## config.mk

```make
export PLATFORM = sky130hd
export DESIGN_NAME = adaptive_noise_floor_gate
export DESIGN_NICKNAME = d
export VERILOG_FILES = /design/src/hdl/anfg_pkg.sv /design/src/hdl/adaptive_noise_floor_gate.sv
export SDC_FILE = /design/constraint.sdc
export NUM_CORES = 2
export LEC_CHECK = 0
export BUFFER_PORTS_ARGS = -buffer_cell sky130_fd_sc_hd__buf_2
export CELL_PAD_IN_SITES_DETAIL_PLACEMENT = 1
export CELL_PAD_IN_SITES_GLOBAL_PLACEMENT = 2
export CORE_ASPECT_RATIO = 2
export CORE_UTILIZATION = 38
export DETAILED_ROUTE_END_ITERATION = 10
export PLACE_DENSITY_LB_ADDON = 0.1
export SYNTH_ARGS = -nofsm -noshare
export SYNTH_HDL_FRONTEND = slang
export SYNTH_SLANG_ARGS = --single-unit
```

## constraint.sdc

```tcl
create_clock -name clk -period 10.05 [get_ports clk]
set_clock_uncertainty 0.1 [all_clocks]
set_input_delay 1.5075 -clock clk [delete_from_list [all_inputs] [get_ports clk]]
set_output_delay 1.5075 -clock clk [all_outputs]
set_load 0.02 [all_outputs]
```

## src/hdl/anfg_pkg.sv

```systemverilog
// ----------------------------------------------------------------------------
// anfg_pkg
// Shared types, constants and control store for the adaptive noise-floor gate.
// ----------------------------------------------------------------------------
package anfg_pkg;

	localparam int unsigned IN_DATA_W  = 24;
	localparam int unsigned OUT_DATA_W = 40;
	localparam int unsigned CFG_ADDR_W = 3;
	localparam int unsigned CFG_DATA_W = 16;

	// register indexes
	localparam logic [CFG_ADDR_W-1:0] REG_RELEASE_GAIN  = 3'd0;
	localparam logic [CFG_ADDR_W-1:0] REG_FLOOR_GAIN    = 3'd1;
	localparam logic [CFG_ADDR_W-1:0] REG_FLOOR_DRIFT   = 3'd2;
	localparam logic [CFG_ADDR_W-1:0] REG_GATE_MARGIN   = 3'd3;
	localparam logic [CFG_ADDR_W-1:0] REG_HYST_WIDTH    = 3'd4;
	localparam logic [CFG_ADDR_W-1:0] REG_SQUAWK_THR    = 3'd5;
	localparam logic [CFG_ADDR_W-1:0] REG_CRY_THR       = 3'd6;
	localparam logic [CFG_ADDR_W-1:0] REG_INITIAL_FLOOR = 3'd7;

	// register reset values
	localparam logic [15:0]        RST_RELEASE_GAIN  = 16'd6554;
	localparam logic [15:0]        RST_FLOOR_GAIN    = 16'd655;
	localparam logic [7:0]         RST_FLOOR_DRIFT   = 8'd1;
	localparam logic [13:0]        RST_GATE_MARGIN   = 14'd1536;
	localparam logic [12:0]        RST_HYST_WIDTH    = 13'd768;
	localparam logic signed [15:0] RST_SQUAWK_THR    = -16'sd5120;
	localparam logic signed [15:0] RST_CRY_THR       = -16'sd2560;
	localparam logic signed [15:0] RST_INITIAL_FLOOR = -16'sd15360;

	// ceil(2^24 / 10): exact divide by ten for the operand range used
	localparam logic [20:0] RECIP_TEN = 21'd1677722;
	localparam int unsigned RECIP_SHIFT = 24;

	localparam int unsigned STEP_W = 3;
	typedef logic [STEP_W-1:0] step_t;

	localparam step_t S_ACCEPT   = 3'd0;
	localparam step_t S_ENV_MUL  = 3'd1;
	localparam step_t S_ENV_ADD  = 3'd2;
	localparam step_t S_FLR_TEST = 3'd3;
	localparam step_t S_FLR_ADD  = 3'd4;
	localparam step_t S_TENTHS   = 3'd5;
	localparam step_t S_RECIP    = 3'd6;
	localparam step_t S_EMIT     = 3'd7;

	typedef logic [1:0] mul_sel_t;
	localparam mul_sel_t MUL_ENV = 2'd0;
	localparam mul_sel_t MUL_FLR = 2'd1;
	localparam mul_sel_t MUL_RCP = 2'd2;

	typedef logic [1:0] jmp_t;
	localparam jmp_t J_SEQ    = 2'd0;
	localparam jmp_t J_ACCEPT = 2'd1;
	localparam jmp_t J_FLOOR  = 2'd2;
	localparam jmp_t J_EMIT   = 2'd3;

	typedef struct packed {
		logic     in_rdy;
		logic     mul_en;
		mul_sel_t mul_sel;
		logic     env_add;
		logic     flr_test;
		logic     flr_add;
		logic     tenths_ld;
		logic     emit;
		jmp_t     jmp;
		step_t    next_step;
		step_t    alt_step;
	} ctrl_t;

	function automatic ctrl_t ucode(step_t s);
		ctrl_t c;
		c = '0;
		unique case (s)
			S_ACCEPT: begin
				c.in_rdy    = 1'b1;
				c.jmp       = J_ACCEPT;
				c.next_step = S_ENV_MUL;
				c.alt_step  = S_FLR_TEST;
			end
			S_ENV_MUL: begin
				c.mul_en    = 1'b1;
				c.mul_sel   = MUL_ENV;
				c.next_step = S_ENV_ADD;
			end
			S_ENV_ADD: begin
				c.env_add   = 1'b1;
				c.next_step = S_FLR_TEST;
			end
			S_FLR_TEST: begin
				c.mul_en    = 1'b1;
				c.mul_sel   = MUL_FLR;
				c.flr_test  = 1'b1;
				c.jmp       = J_FLOOR;
				c.next_step = S_FLR_ADD;
				c.alt_step  = S_TENTHS;
			end
			S_FLR_ADD: begin
				c.flr_add   = 1'b1;
				c.next_step = S_TENTHS;
			end
			S_TENTHS: begin
				c.tenths_ld = 1'b1;
				c.next_step = S_RECIP;
			end
			S_RECIP: begin
				c.mul_en    = 1'b1;
				c.mul_sel   = MUL_RCP;
				c.next_step = S_EMIT;
			end
			S_EMIT: begin
				c.emit      = 1'b1;
				c.jmp       = J_EMIT;
				c.next_step = S_ACCEPT;
			end
		endcase
		return c;
	endfunction

endpackage

```

## src/hdl/adaptive_noise_floor_gate.sv

```systemverilog
// ----------------------------------------------------------------------------
// adaptive_noise_floor_gate
// Envelope follower with adaptive noise floor, gated level and two
// hysteresis flags, run by a small microcoded sequencer.
// ----------------------------------------------------------------------------
// One input transfer is one meter tick. For a live tick (enabled, peak present)
// the control store steps through envelope release, floor update and the 0.1
// dB rounding on one shared 20x22 multiplier, skipping the release steps on an
// attack and the floor add while the floor drifts. A disabled or absent tick
// goes straight from the accepting step to the emit step. Either way the result
// is registered into the output register at the emit step. A new tick is taken
// while the previous result is still waiting in the output register; the
// sequencer only holds at its last step when that register is still full.
// Writing initial_floor reloads the floor unless a floor update lands in the
// same cycle.
module adaptive_noise_floor_gate (
	input  logic                                clk,
	input  logic                                arst_n,
	input  logic                                s_axis_tvalid,
	output logic                                s_axis_tready,
	// peak_level [15:0], audio_enabled [16], zero [23:17]
	input  logic [anfg_pkg::IN_DATA_W-1:0]      s_axis_tdata,
	// peak_present
	input  logic                                s_axis_tuser,
	output logic                                m_axis_tvalid,
	input  logic                                m_axis_tready,
	// gated_level [15:0], floor_level [31:16], squawk_active [32],
	// cry_active [33], zero [39:34]
	output logic [anfg_pkg::OUT_DATA_W-1:0]     m_axis_tdata,
	// level_valid
	output logic                                m_axis_tuser,
	input  logic                                cfg_wen,
	input  logic [anfg_pkg::CFG_ADDR_W-1:0]     cfg_addr,
	input  logic [anfg_pkg::CFG_DATA_W-1:0]     cfg_wdata
);
	import anfg_pkg::*;

	// configuration
	logic [15:0]        rel_gain_q;
	logic [15:0]        flr_gain_q;
	logic [7:0]         drift_q;
	logic [13:0]        margin_q;
	logic [12:0]        hyst_q;
	logic signed [15:0] sq_thr_q;
	logic signed [15:0] cry_thr_q;

	// state
	step_t              pc_q;
	logic signed [15:0] env_q;
	logic               seeded_q;
	logic signed [15:0] floor_q;
	logic               sq_q;
	logic               cry_q;
	logic               en_q;
	logic               pr_q;
	logic               ev_q;
	logic               m_valid_q;

	// datapath
	logic signed [15:0] v_q;
	logic signed [41:0] p_q;
	logic [18:0]        tm_q;
	logic               neg_q;
	logic [15:0]        m_gated_q;
	logic [15:0]        m_floor_q;
	logic               m_sq_q;
	logic               m_cry_q;
	logic               m_lv_q;

	ctrl_t              cw;
	logic               in_fire;
	logic signed [15:0] in_peak;
	logic               in_en;
	logic               in_pr;
	logic               env_load;
	logic               out_free;
	logic               sq_nxt;
	logic               cry_nxt;

	logic signed [16:0] diff_env;
	logic signed [16:0] diff_flr;
	logic signed [19:0] mul_a;
	logic signed [21:0] mul_b;
	logic signed [41:0] mul_p;

	logic [41:0]        p_mag;
	logic [33:0]        p_rnd;
	logic [17:0]        r_mag;
	logic signed [17:0] delta;
	logic signed [17:0] env_sum;
	logic signed [17:0] flr_sum;
	logic signed [16:0] drift_sum;
	logic signed [15:0] drift_sat;
	logic signed [17:0] flr_lim;
	logic               above;

	logic [15:0]        env_abs;
	logic [18:0]        n_abs;
	logic [18:0]        n_rnd;
	logic [18:0]        tm_nxt;
	logic [16:0]        q_ev;
	logic [15:0]        gated_ev;
	logic [15:0]        flr_abs;
	logic [16:0]        f_rnd;
	logic [16:0]        f_val;
	logic [15:0]        gated_qt;
	logic [15:0]        gated;

	function automatic logic hyst_next(logic signed [15:0] v, logic signed [15:0] thr,
			logic [12:0] hw, logic st);
		logic signed [17:0] lo;
		lo = 18'(thr) - $signed({5'b0, hw});
		if (st)
			return 18'(v) > lo;
		return v >= thr;
	endfunction

	assign cw            = ucode(pc_q);
	assign s_axis_tready = cw.in_rdy;
	assign in_fire       = s_axis_tvalid & cw.in_rdy;
	assign in_peak       = $signed(s_axis_tdata[15:0]);
	assign in_en         = s_axis_tdata[16];
	assign in_pr         = s_axis_tuser;
	assign env_load      = !seeded_q || (in_peak > env_q);
	assign out_free      = !m_valid_q || m_axis_tready;
	assign sq_nxt        = hyst_next(in_peak, sq_thr_q, hyst_q, sq_q);
	assign cry_nxt       = hyst_next(in_peak, cry_thr_q, hyst_q, cry_q);

	// shared multiplier
	assign diff_env = 17'(v_q) - 17'(env_q);
	assign diff_flr = 17'(env_q) - 17'(floor_q);

	always_comb begin
		unique case (cw.mul_sel)
			MUL_ENV: begin
				mul_a = $signed({4'b0, rel_gain_q});
				mul_b = 22'(diff_env);
			end
			MUL_FLR: begin
				mul_a = $signed({4'b0, flr_gain_q});
				mul_b = 22'(diff_flr);
			end
			MUL_RCP: begin
				mul_a = $signed({1'b0, tm_q});
				mul_b = $signed({1'b0, RECIP_TEN});
			end
			default: begin
				mul_a = '0;
				mul_b = '0;
			end
		endcase
	end

	assign mul_p = mul_a * mul_b;

	// product / 65536, to nearest, ties away from zero
	assign p_mag   = p_q[41] ? 42'(-p_q) : 42'(p_q);
	assign p_rnd   = p_mag[33:0] + 34'd32768;
	assign r_mag   = p_rnd[33:16];
	assign delta   = p_q[41] ? -$signed(r_mag) : $signed(r_mag);
	assign env_sum = 18'(env_q) + delta;
	assign flr_sum = 18'(floor_q) + delta;

	assign drift_sum = 17'(floor_q) + $signed({9'b0, drift_q});
	assign drift_sat = (drift_sum[16:15] == 2'b01) ? 16'sh7FFF : drift_sum[15:0];

	assign flr_lim = 18'(floor_q) + $signed({4'b0, margin_q});
	assign above   = 18'(env_q) > flr_lim;

	// event rounding: tenths of a dB, on magnitudes
	assign env_abs = env_q[15] ? 16'(-env_q) : env_q;
	assign n_abs   = {env_abs, 3'b0} + {2'b0, env_abs, 1'b0};
	assign n_rnd   = n_abs + 19'd128;
	assign tm_nxt  = {n_rnd[18:8], 8'b0} + 19'd5;
	assign q_ev    = p_q[RECIP_SHIFT+16:RECIP_SHIFT];

	always_comb begin
		if (neg_q)
			gated_ev = 16'(-q_ev[15:0]);
		else if (q_ev[16] || q_ev[15])
			gated_ev = 16'h7FFF;
		else
			gated_ev = q_ev[15:0];
	end

	// quiet rounding: half a dB
	assign flr_abs = floor_q[15] ? 16'(-floor_q) : floor_q;
	assign f_rnd   = {1'b0, flr_abs} + 17'd64;
	assign f_val   = {f_rnd[16:7], 7'b0};

	always_comb begin
		if (floor_q[15])
			gated_qt = 16'(-f_val[15:0]);
		else if (f_val[16] || f_val[15])
			gated_qt = 16'h7FFF;
		else
			gated_qt = f_val[15:0];
	end

	assign gated = ev_q ? gated_ev : gated_qt;

	// sequencer and state
	always_ff @(posedge clk or negedge arst_n) begin
		if (!arst_n) begin
			rel_gain_q <= RST_RELEASE_GAIN;
			flr_gain_q <= RST_FLOOR_GAIN;
			drift_q    <= RST_FLOOR_DRIFT;
			margin_q   <= RST_GATE_MARGIN;
			hyst_q     <= RST_HYST_WIDTH;
			sq_thr_q   <= RST_SQUAWK_THR;
			cry_thr_q  <= RST_CRY_THR;
			pc_q       <= S_ACCEPT;
			env_q      <= '0;
			seeded_q   <= 1'b0;
			floor_q    <= RST_INITIAL_FLOOR;
			sq_q       <= 1'b0;
			cry_q      <= 1'b0;
			en_q       <= 1'b0;
			pr_q       <= 1'b0;
			ev_q       <= 1'b0;
			m_valid_q  <= 1'b0;
		end else begin
			if (cfg_wen) begin
				unique case (cfg_addr)
					REG_RELEASE_GAIN:  rel_gain_q <= cfg_wdata;
					REG_FLOOR_GAIN:    flr_gain_q <= cfg_wdata;
					REG_FLOOR_DRIFT:   drift_q    <= cfg_wdata[7:0];
					REG_GATE_MARGIN:   margin_q   <= cfg_wdata[13:0];
					REG_HYST_WIDTH:    hyst_q     <= cfg_wdata[12:0];
					REG_SQUAWK_THR:    sq_thr_q   <= $signed(cfg_wdata);
					REG_CRY_THR:       cry_thr_q  <= $signed(cfg_wdata);
					REG_INITIAL_FLOOR: floor_q    <= $signed(cfg_wdata);
				endcase
			end

			if (in_fire) begin
				en_q <= in_en;
				pr_q <= in_pr;
				if (in_en && in_pr) begin
					sq_q     <= sq_nxt;
					cry_q    <= cry_nxt;
					seeded_q <= 1'b1;
					if (env_load)
						env_q <= in_peak;
				end
			end

			if (cw.env_add)
				env_q <= env_sum[15:0];
			if (cw.flr_test && above)
				floor_q <= drift_sat;
			if (cw.flr_add)
				floor_q <= flr_sum[15:0];
			if (cw.tenths_ld)
				ev_q <= above;

			if (cw.emit && out_free)
				m_valid_q <= 1'b1;
			else if (m_axis_tready)
				m_valid_q <= 1'b0;

			unique case (cw.jmp)
				J_SEQ: pc_q <= cw.next_step;
				J_ACCEPT: begin
					if (in_fire) begin
						if (!(in_en && in_pr))
							pc_q <= S_EMIT;
						else if (env_load)
							pc_q <= cw.alt_step;
						else
							pc_q <= cw.next_step;
					end
				end
				J_FLOOR: pc_q <= above ? cw.alt_step : cw.next_step;
				J_EMIT: begin
					if (out_free)
						pc_q <= cw.next_step;
				end
			endcase
		end
	end

	// payload
	always_ff @(posedge clk) begin
		if (in_fire)
			v_q <= in_peak;
		if (cw.mul_en)
			p_q <= mul_p;
		if (cw.tenths_ld) begin
			tm_q  <= tm_nxt;
			neg_q <= env_q[15];
		end
		if (cw.emit && out_free) begin
			if (!en_q) begin
				m_gated_q <= '0;
				m_floor_q <= '0;
				m_sq_q    <= 1'b0;
				m_cry_q   <= 1'b0;
				m_lv_q    <= 1'b0;
			end else if (!pr_q) begin
				m_gated_q <= '0;
				m_floor_q <= '0;
				m_sq_q    <= sq_q;
				m_cry_q   <= cry_q;
				m_lv_q    <= 1'b0;
			end else begin
				m_gated_q <= gated;
				m_floor_q <= floor_q;
				m_sq_q    <= sq_q;
				m_cry_q   <= cry_q;
				m_lv_q    <= 1'b1;
			end
		end
	end

	assign m_axis_tvalid = m_valid_q;
	assign m_axis_tdata  = {6'b0, m_cry_q, m_sq_q, m_floor_q, m_gated_q};
	assign m_axis_tuser  = m_lv_q;

endmodule
```

## Yosys cells after proc, flatten, opt, wreduce, memory -nomap -nowiden

Index checks and enable logic that the tools add are counted.

- Flip-flop bits (word level): 254
- Bits in latches: 0
- RAM bits: 0
- Memory bits (read-only): 0
- Input port bits: 49
- Output and inout bits: 43
- Logic and storage cells: 151
- Memories: 0

- $add $sub $neg: 19
- Multipliers: 1
- Divide/modulo/power cells: 0
- Magnitude comparators: 6
- Equal/unequal tests: 22
- Shift operators: 0
- Mux-type cells: 45
- Bitwise logic cells: 1
- Reduce and logical (&&, ||, !) cells: 31

Operators by type and width:

| kind | count |
|---|---|
| $mux 16 | 17 |
| $neg 16->16 | 5 |
| $pmux 22 s3 | 1 |
| $pmux 19 s3 | 1 |
| $gt 16x17->1 | 3 |
| $mul 20x22->42 | 1 |
| $sub 16x14->17 | 2 |
| $sub 16x16->17 | 2 |
| $add 16x16->16 | 2 |
| $add 32x16->32 const B | 1 |
| $ge 16x16->1 | 2 |
| $mux 32 | 1 |
| $neg 32->32 | 1 |
| $eq 3x3->1 const B | 8 |
| $pmux 3 s8 | 1 |
| $reduce_and 2->1 | 11 |
| $add 19x17->19 | 1 |
| $add 19x3->19 const B | 1 |
| $add 19x8->19 const B | 1 |
| $add 16x15->17 | 1 |
| $add 16x7->17 const B | 1 |
| $add 16x9->17 | 1 |
| $gt 16x16->1 | 1 |
| $mux 1 | 15 |
| other kinds (19) | 44 |

## Logic depth before layout (Yosys ltp)

- Word-level depth: 7
- Mapped depth: 42
- Mapped depth without buffers: 41

## Worst setup path before layout

OpenSTA, ideal clock, no wires.

- Kind: register -> register
- Start: register env_q[1]
- End: register p_q[40] (data pin)
- Library setup time: 265 ps
- Arrival time: 9420 ps
- Required time: 9685 ps
- Slack: 265 ps
- Stages on the path, launching flop included: 39
- Buffers on the path: 1
- Period minus slack after synthesis: 9785 ps
- Path through: dfrtp_1 > inv_1 > ha_1 > nor2b_1 > o21ai_0 > a21boi_0 > o21ai_0 > a21boi_0 > o21ai_0 > a21oi_1 > o41ai_1 > o211ai_1 > o32ai_1 > clkbuf_1 > nand2_1 > fa_1 > inv_1 > fa_1 > (+3 left out) > fa_1 > fa_1 > fa_1 > inv_1 > fa_1 > inv_1 > ha_1 > o21a_1 > o21ai_0 > or2_2 > o22ai_1 > o21ai_0 > o21ba_2 > o31ai_1 > o31a_1 > nor3_1 > o21ai_0 > xor2_1

- Longest elaborated chain between the ends: 3
- Elaborated cells on any way between the ends: 4
- Those cells by class: 2 x add/sub; 1 x mul; 1 x mux

RTL lines:

| item | RTL line | RTL |
|---|---|---|
| start: declaration | adaptive_noise_floor_gate.sv:49 | `logic signed [15:0] env_q;` |
| start signal: assignment | adaptive_noise_floor_gate.sv:244 | `env_q <= in_peak;` |
| start signal: assignment | adaptive_noise_floor_gate.sv:249 | `env_q <= env_sum[15:0];` |
| $sub 16x16->17, on equally long branches | adaptive_noise_floor_gate.sv:131, adaptive_noise_floor_gate.sv:130 |  |
| $pmux 22 s3 * | adaptive_noise_floor_gate.sv:134 | `unique case (cw.mul_sel)` |
| $mul 20x22->42 * | adaptive_noise_floor_gate.sv:154 | `assign mul_p = mul_a * mul_b;` |
| named net mul_p[40] | adaptive_noise_floor_gate.sv:84 | `logic signed [41:0] mul_p;` |
| end signal: assignment | adaptive_noise_floor_gate.sv:288 | `p_q <= mul_p;` |
| end: declaration | adaptive_noise_floor_gate.sv:61 | `logic signed [41:0] p_q;` |

The timed path passes the listed nets; every way through them passes the cells marked *.
A chain may end at the register's enable or synchronous reset.

## Worst setup path in the final report

- Start: register env_q[1]
- End: register p_q[39] (data pin)

The elaborated chain is that of the path after synthesis.

==> results.sh <==
export IMPL_gp_congestion=0.903
export IMPL_cts_path_max_buffers=3
export IMPL_antenna_found_initial=1
export IMPL_synthArstFlopShare_pct=57.3
export IMPL_clock_root_buffer="clkbuf_16"
export IMPL_final_nets=5047
export IMPL_cts_sinks=246
export IMPL_slowest_delay_ns=0.62
export IMPL_ant_nets=0
export IMPL_outcome="finished, final reports clean"
export IMPL_r2r_setup_slack_ns=0.32
export IMPL_synth_ff_type="dfrtp_1"
export IMPL_final_util_pct=44.3
export IMPL_hold_viol=0
export IMPL_synth_top_area_share_pct=23.9
export IMPL_max_freq_ghz=0.103
export IMPL_dieArea_um2=94400
export IMPL_drt_wl_total_mm=131
export IMPL_grt_pass1_vias=32480
export IMPL_fp_row_count=158
export IMPL_nFillCells=10825
export IMPL_rr_endpoint="p_q[39]$_DFFE_PN_"
export IMPL_critical_path_arrival_ns=9.98
export IMPL_maxSlewViolCount=0
export IMPL_relSlewSlack_pct=23.2
export IMPL_start_util_pct=38.2
export IMPL_synthTopCellsByCount="inv_1 (676), fa_1 (423), ha_1 (374), nand2_1 (347), nor2_1 (241)"
export IMPL_maxCapViolations=0
export IMPL_io_pins=92
export IMPL_syn_cell_area_um2=35400
export IMPL_grt_overflow=0
export IMPL_required_ns=10.30
export IMPL_syn_mean_instance_area_um2=9.17
export IMPL_cts_tree="built"
export IMPL_cp_end_kind="register"
export IMPL_chipHeight_um=434
export IMPL_synth_largest_area_cell="fa_1"
export IMPL_core_um2=92500
export IMPL_wire_per_inst_um=24.2
export IMPL_dr_first_iter_drc_count=1025
export IMPL_yosysWarnings=0
export IMPL_grt_pass1_wl_mm=197
export IMPL_worst_setup_path_start_kind="register"
export IMPL_worstRegToRegCells=43
export IMPL_viasPerCell=5.35
export IMPL_layout_area_overhead_vs_synth_pct=15.8
export IMPL_synth_edf_count=105
export IMPL_crit_end="p_q[39]$_DFFE_PN_"
export IMPL_crit_slowest_cell="fa_2"
export IMPL_ys_seq_elements=246
export IMPL_setup_viol_count_final=0
export IMPL_post_route_period_util_pct=96.8
export IMPL_crit_top_cell="buf_4"
export IMPL_yosys_cell_count_top_type="inv_1"
export IMPL_synth_area_leaders="fa_1 (24%), ha_1 (13%), edfxtp_1 (8.9%), dfrtp_1 (7.7%), inv_1 (7.2%)"
export IMPL_drive_above_1_share_pct=16.6
export IMPL_die_x_um=218
export IMPL_crit_start="env_q[1]$_DFFE_PN0P_"
export IMPL_drc=0
export IMPL_path_max_fanout=3
export IMPL_period_needed_ns=9.73
export IMPL_num_vias=29021
export IMPL_io_buffer_count=78
export IMPL_clk_pin_slew_ns=0.07
export IMPL_synth_seq_area_share_pct=19.0
export IMPL_rsz0062_at_grt="true"
export IMPL_clk_latency_ns=0.61
export IMPL_cts_made_buffers=26
export IMPL_grt_max_degree=82
export IMPL_grtUsageTotal_pct=28.5
export IMPL_syn_inst=3858
export IMPL_hpwl_mm=111
export IMPL_r2r_start="env_q[1]$_DFFE_PN0P_"
export IMPL_htreeDepth=1
export IMPL_crit_type="register to register"
export IMPL_drtPass1Iterations=5
export IMPL_synth_cell_types=90
export IMPL_worstMarginPinSlew_ns=1.15
export IMPL_hp_class="register to register"
==> flip-flops by register name (all words and copies together) (netlist names), 8 cells and up <==
name / cells
env_q: 16
margin_q: 14
floor_q: 16
sq_thr_q: 16
cry_thr_q: 16
m_gated_q: 16
drift_q: 8
p_q: 42
m_floor_q: 16
flr_gain_q: 16
hyst_q: 13
tm_q: 11
rel_gain_q: 16
v_q: 16
==> cell type report <==
class                           count  area (um^2)  area share, %
Tap cell                         1200         1500           3.66
Clock inverter                     18          148          0.360
Inverter                          679         2560           6.24
Multi-Input combinational cell   2851        26300           64.2
Timing Repair Buffer              397         3040           7.43
Antenna cell                        1         2.50        0.00611
Clock buffer                       30          707           1.72
Sequential cell                   246         6720           16.4
==> critical path, delay by kind of cell, from the launching register on <==
| kind | cells | cell delay, ns |
|---|---|---|
| xor+xnor | 1 | 0.12 |
| simple gates | 7 | 0.89 |
| compound gates | 13 | 2.14 |
| buf+inv | 13 | 1.47 |
| flops | 1 | 0.43 |
| fa+ha+maj | 9 | 4.32 |
==> cell usage in the layout (no fill, tap or decap), types with 20 or more instances in the layout <==
master	count
or3_1	24
inv_1	670
a21o_1	74
nor3_1	59
nor2_1	237
nand2_1	339
buf_4	295
nand4_1	29
clkbuf_16	28
and2_1	38
ha_1	366
nand3_1	61
o21ai_0	142
and3_1	39
a31oi_1	31
xor2_1	53
o21a_1	47
nor2b_1	33
edfxtp_1	105
o21bai_1	20
xnor2_1	165
conb_1	39
dfstp_2	32
nand2b_1	29
fa_1	411
a21oi_1	141
buf_2	77
mux2_2	91
dfrtp_1	109
==> stage by stage <==
step / setup WS [ns] / cell area, um^2 / instances / hold WS, ns / setup TNS (ns)
finish: 0.317 / 41000 / 5422 / 0.412 / 0
global route: -0.0592 / 41000 / 5422 / 0.419 / -0.192
CTS: 0.00284 / 40400 / 5404 / 0.409 / 0
detailed placement: -0.613 / 39400 / 5352 / 0.387 / -4.27
global placement: -0.546 / 39400 / 5352 / 0.385 / -3.62
floorplan: 0.265 / 35500 / 3895 / 0.339 / 0
==> layer usage <==
layer | global-route usage, % | vias up | routed length (um)
li1 | - | 13456 | -
met1 | 26.2 | 14912 | 43000
met2 | 58.2 | 395 | 76200
met3 | 1.44 | 258 | 1970
met4 | 19.4 | 0 | 10100
met5 | 0 | - | 0
==> how the worst min path moves through the flow <==
stage | endpoint | from | slack [ns] | cells past startpoint
floorplan | cry_q$_DFFE_PN0P_ | cry_q$_DFFE_PN0P_ | 0.34 | 1
global placement | rel_gain_q[14]$_DFFE_PN0P_ | rel_gain_q[14]$_DFFE_PN0P_ | 0.39 | 1
detailed placement | seeded_q$_DFFE_PN0P_ | seeded_q$_DFFE_PN0P_ | 0.39 | 1
CTS | seeded_q$_DFFE_PN0P_ | seeded_q$_DFFE_PN0P_ | 0.41 | 1
global route | seeded_q$_DFFE_PN0P_ | seeded_q$_DFFE_PN0P_ | 0.42 | 1
finish | seeded_q$_DFFE_PN0P_ | seeded_q$_DFFE_PN0P_ | 0.41 | 1
==> kinds of logic (layout without fill, tap and decap cells) <==
group           count (synthesis)  after routing  share of synthesized area, %
fa+ha+maj                     797            797                          37.2
other cells                     2             40                        0.0212
mux                           110            110                          3.43
flops                         246            246                          19.0
compound gates                702            702                          13.3
xor+xnor                      225            225                          5.57
simple gates                  978            978                          13.0
buf+inv                       798           1124                          8.58
==> timing repair <==
action | 4_1_cts | 5_1_grt
hold buffers | 0 | 0
resized for setup | 41 | 93
setup buffers | 4 | 17
endpoints found under the hold margin | 0 | 0
pin swaps | 14 | 57
endpoints found under the setup margin | 15 | 18
Power is not shown: default switching activity piles up to over one toggle a cycle in this logic, so the estimate is an artifact.
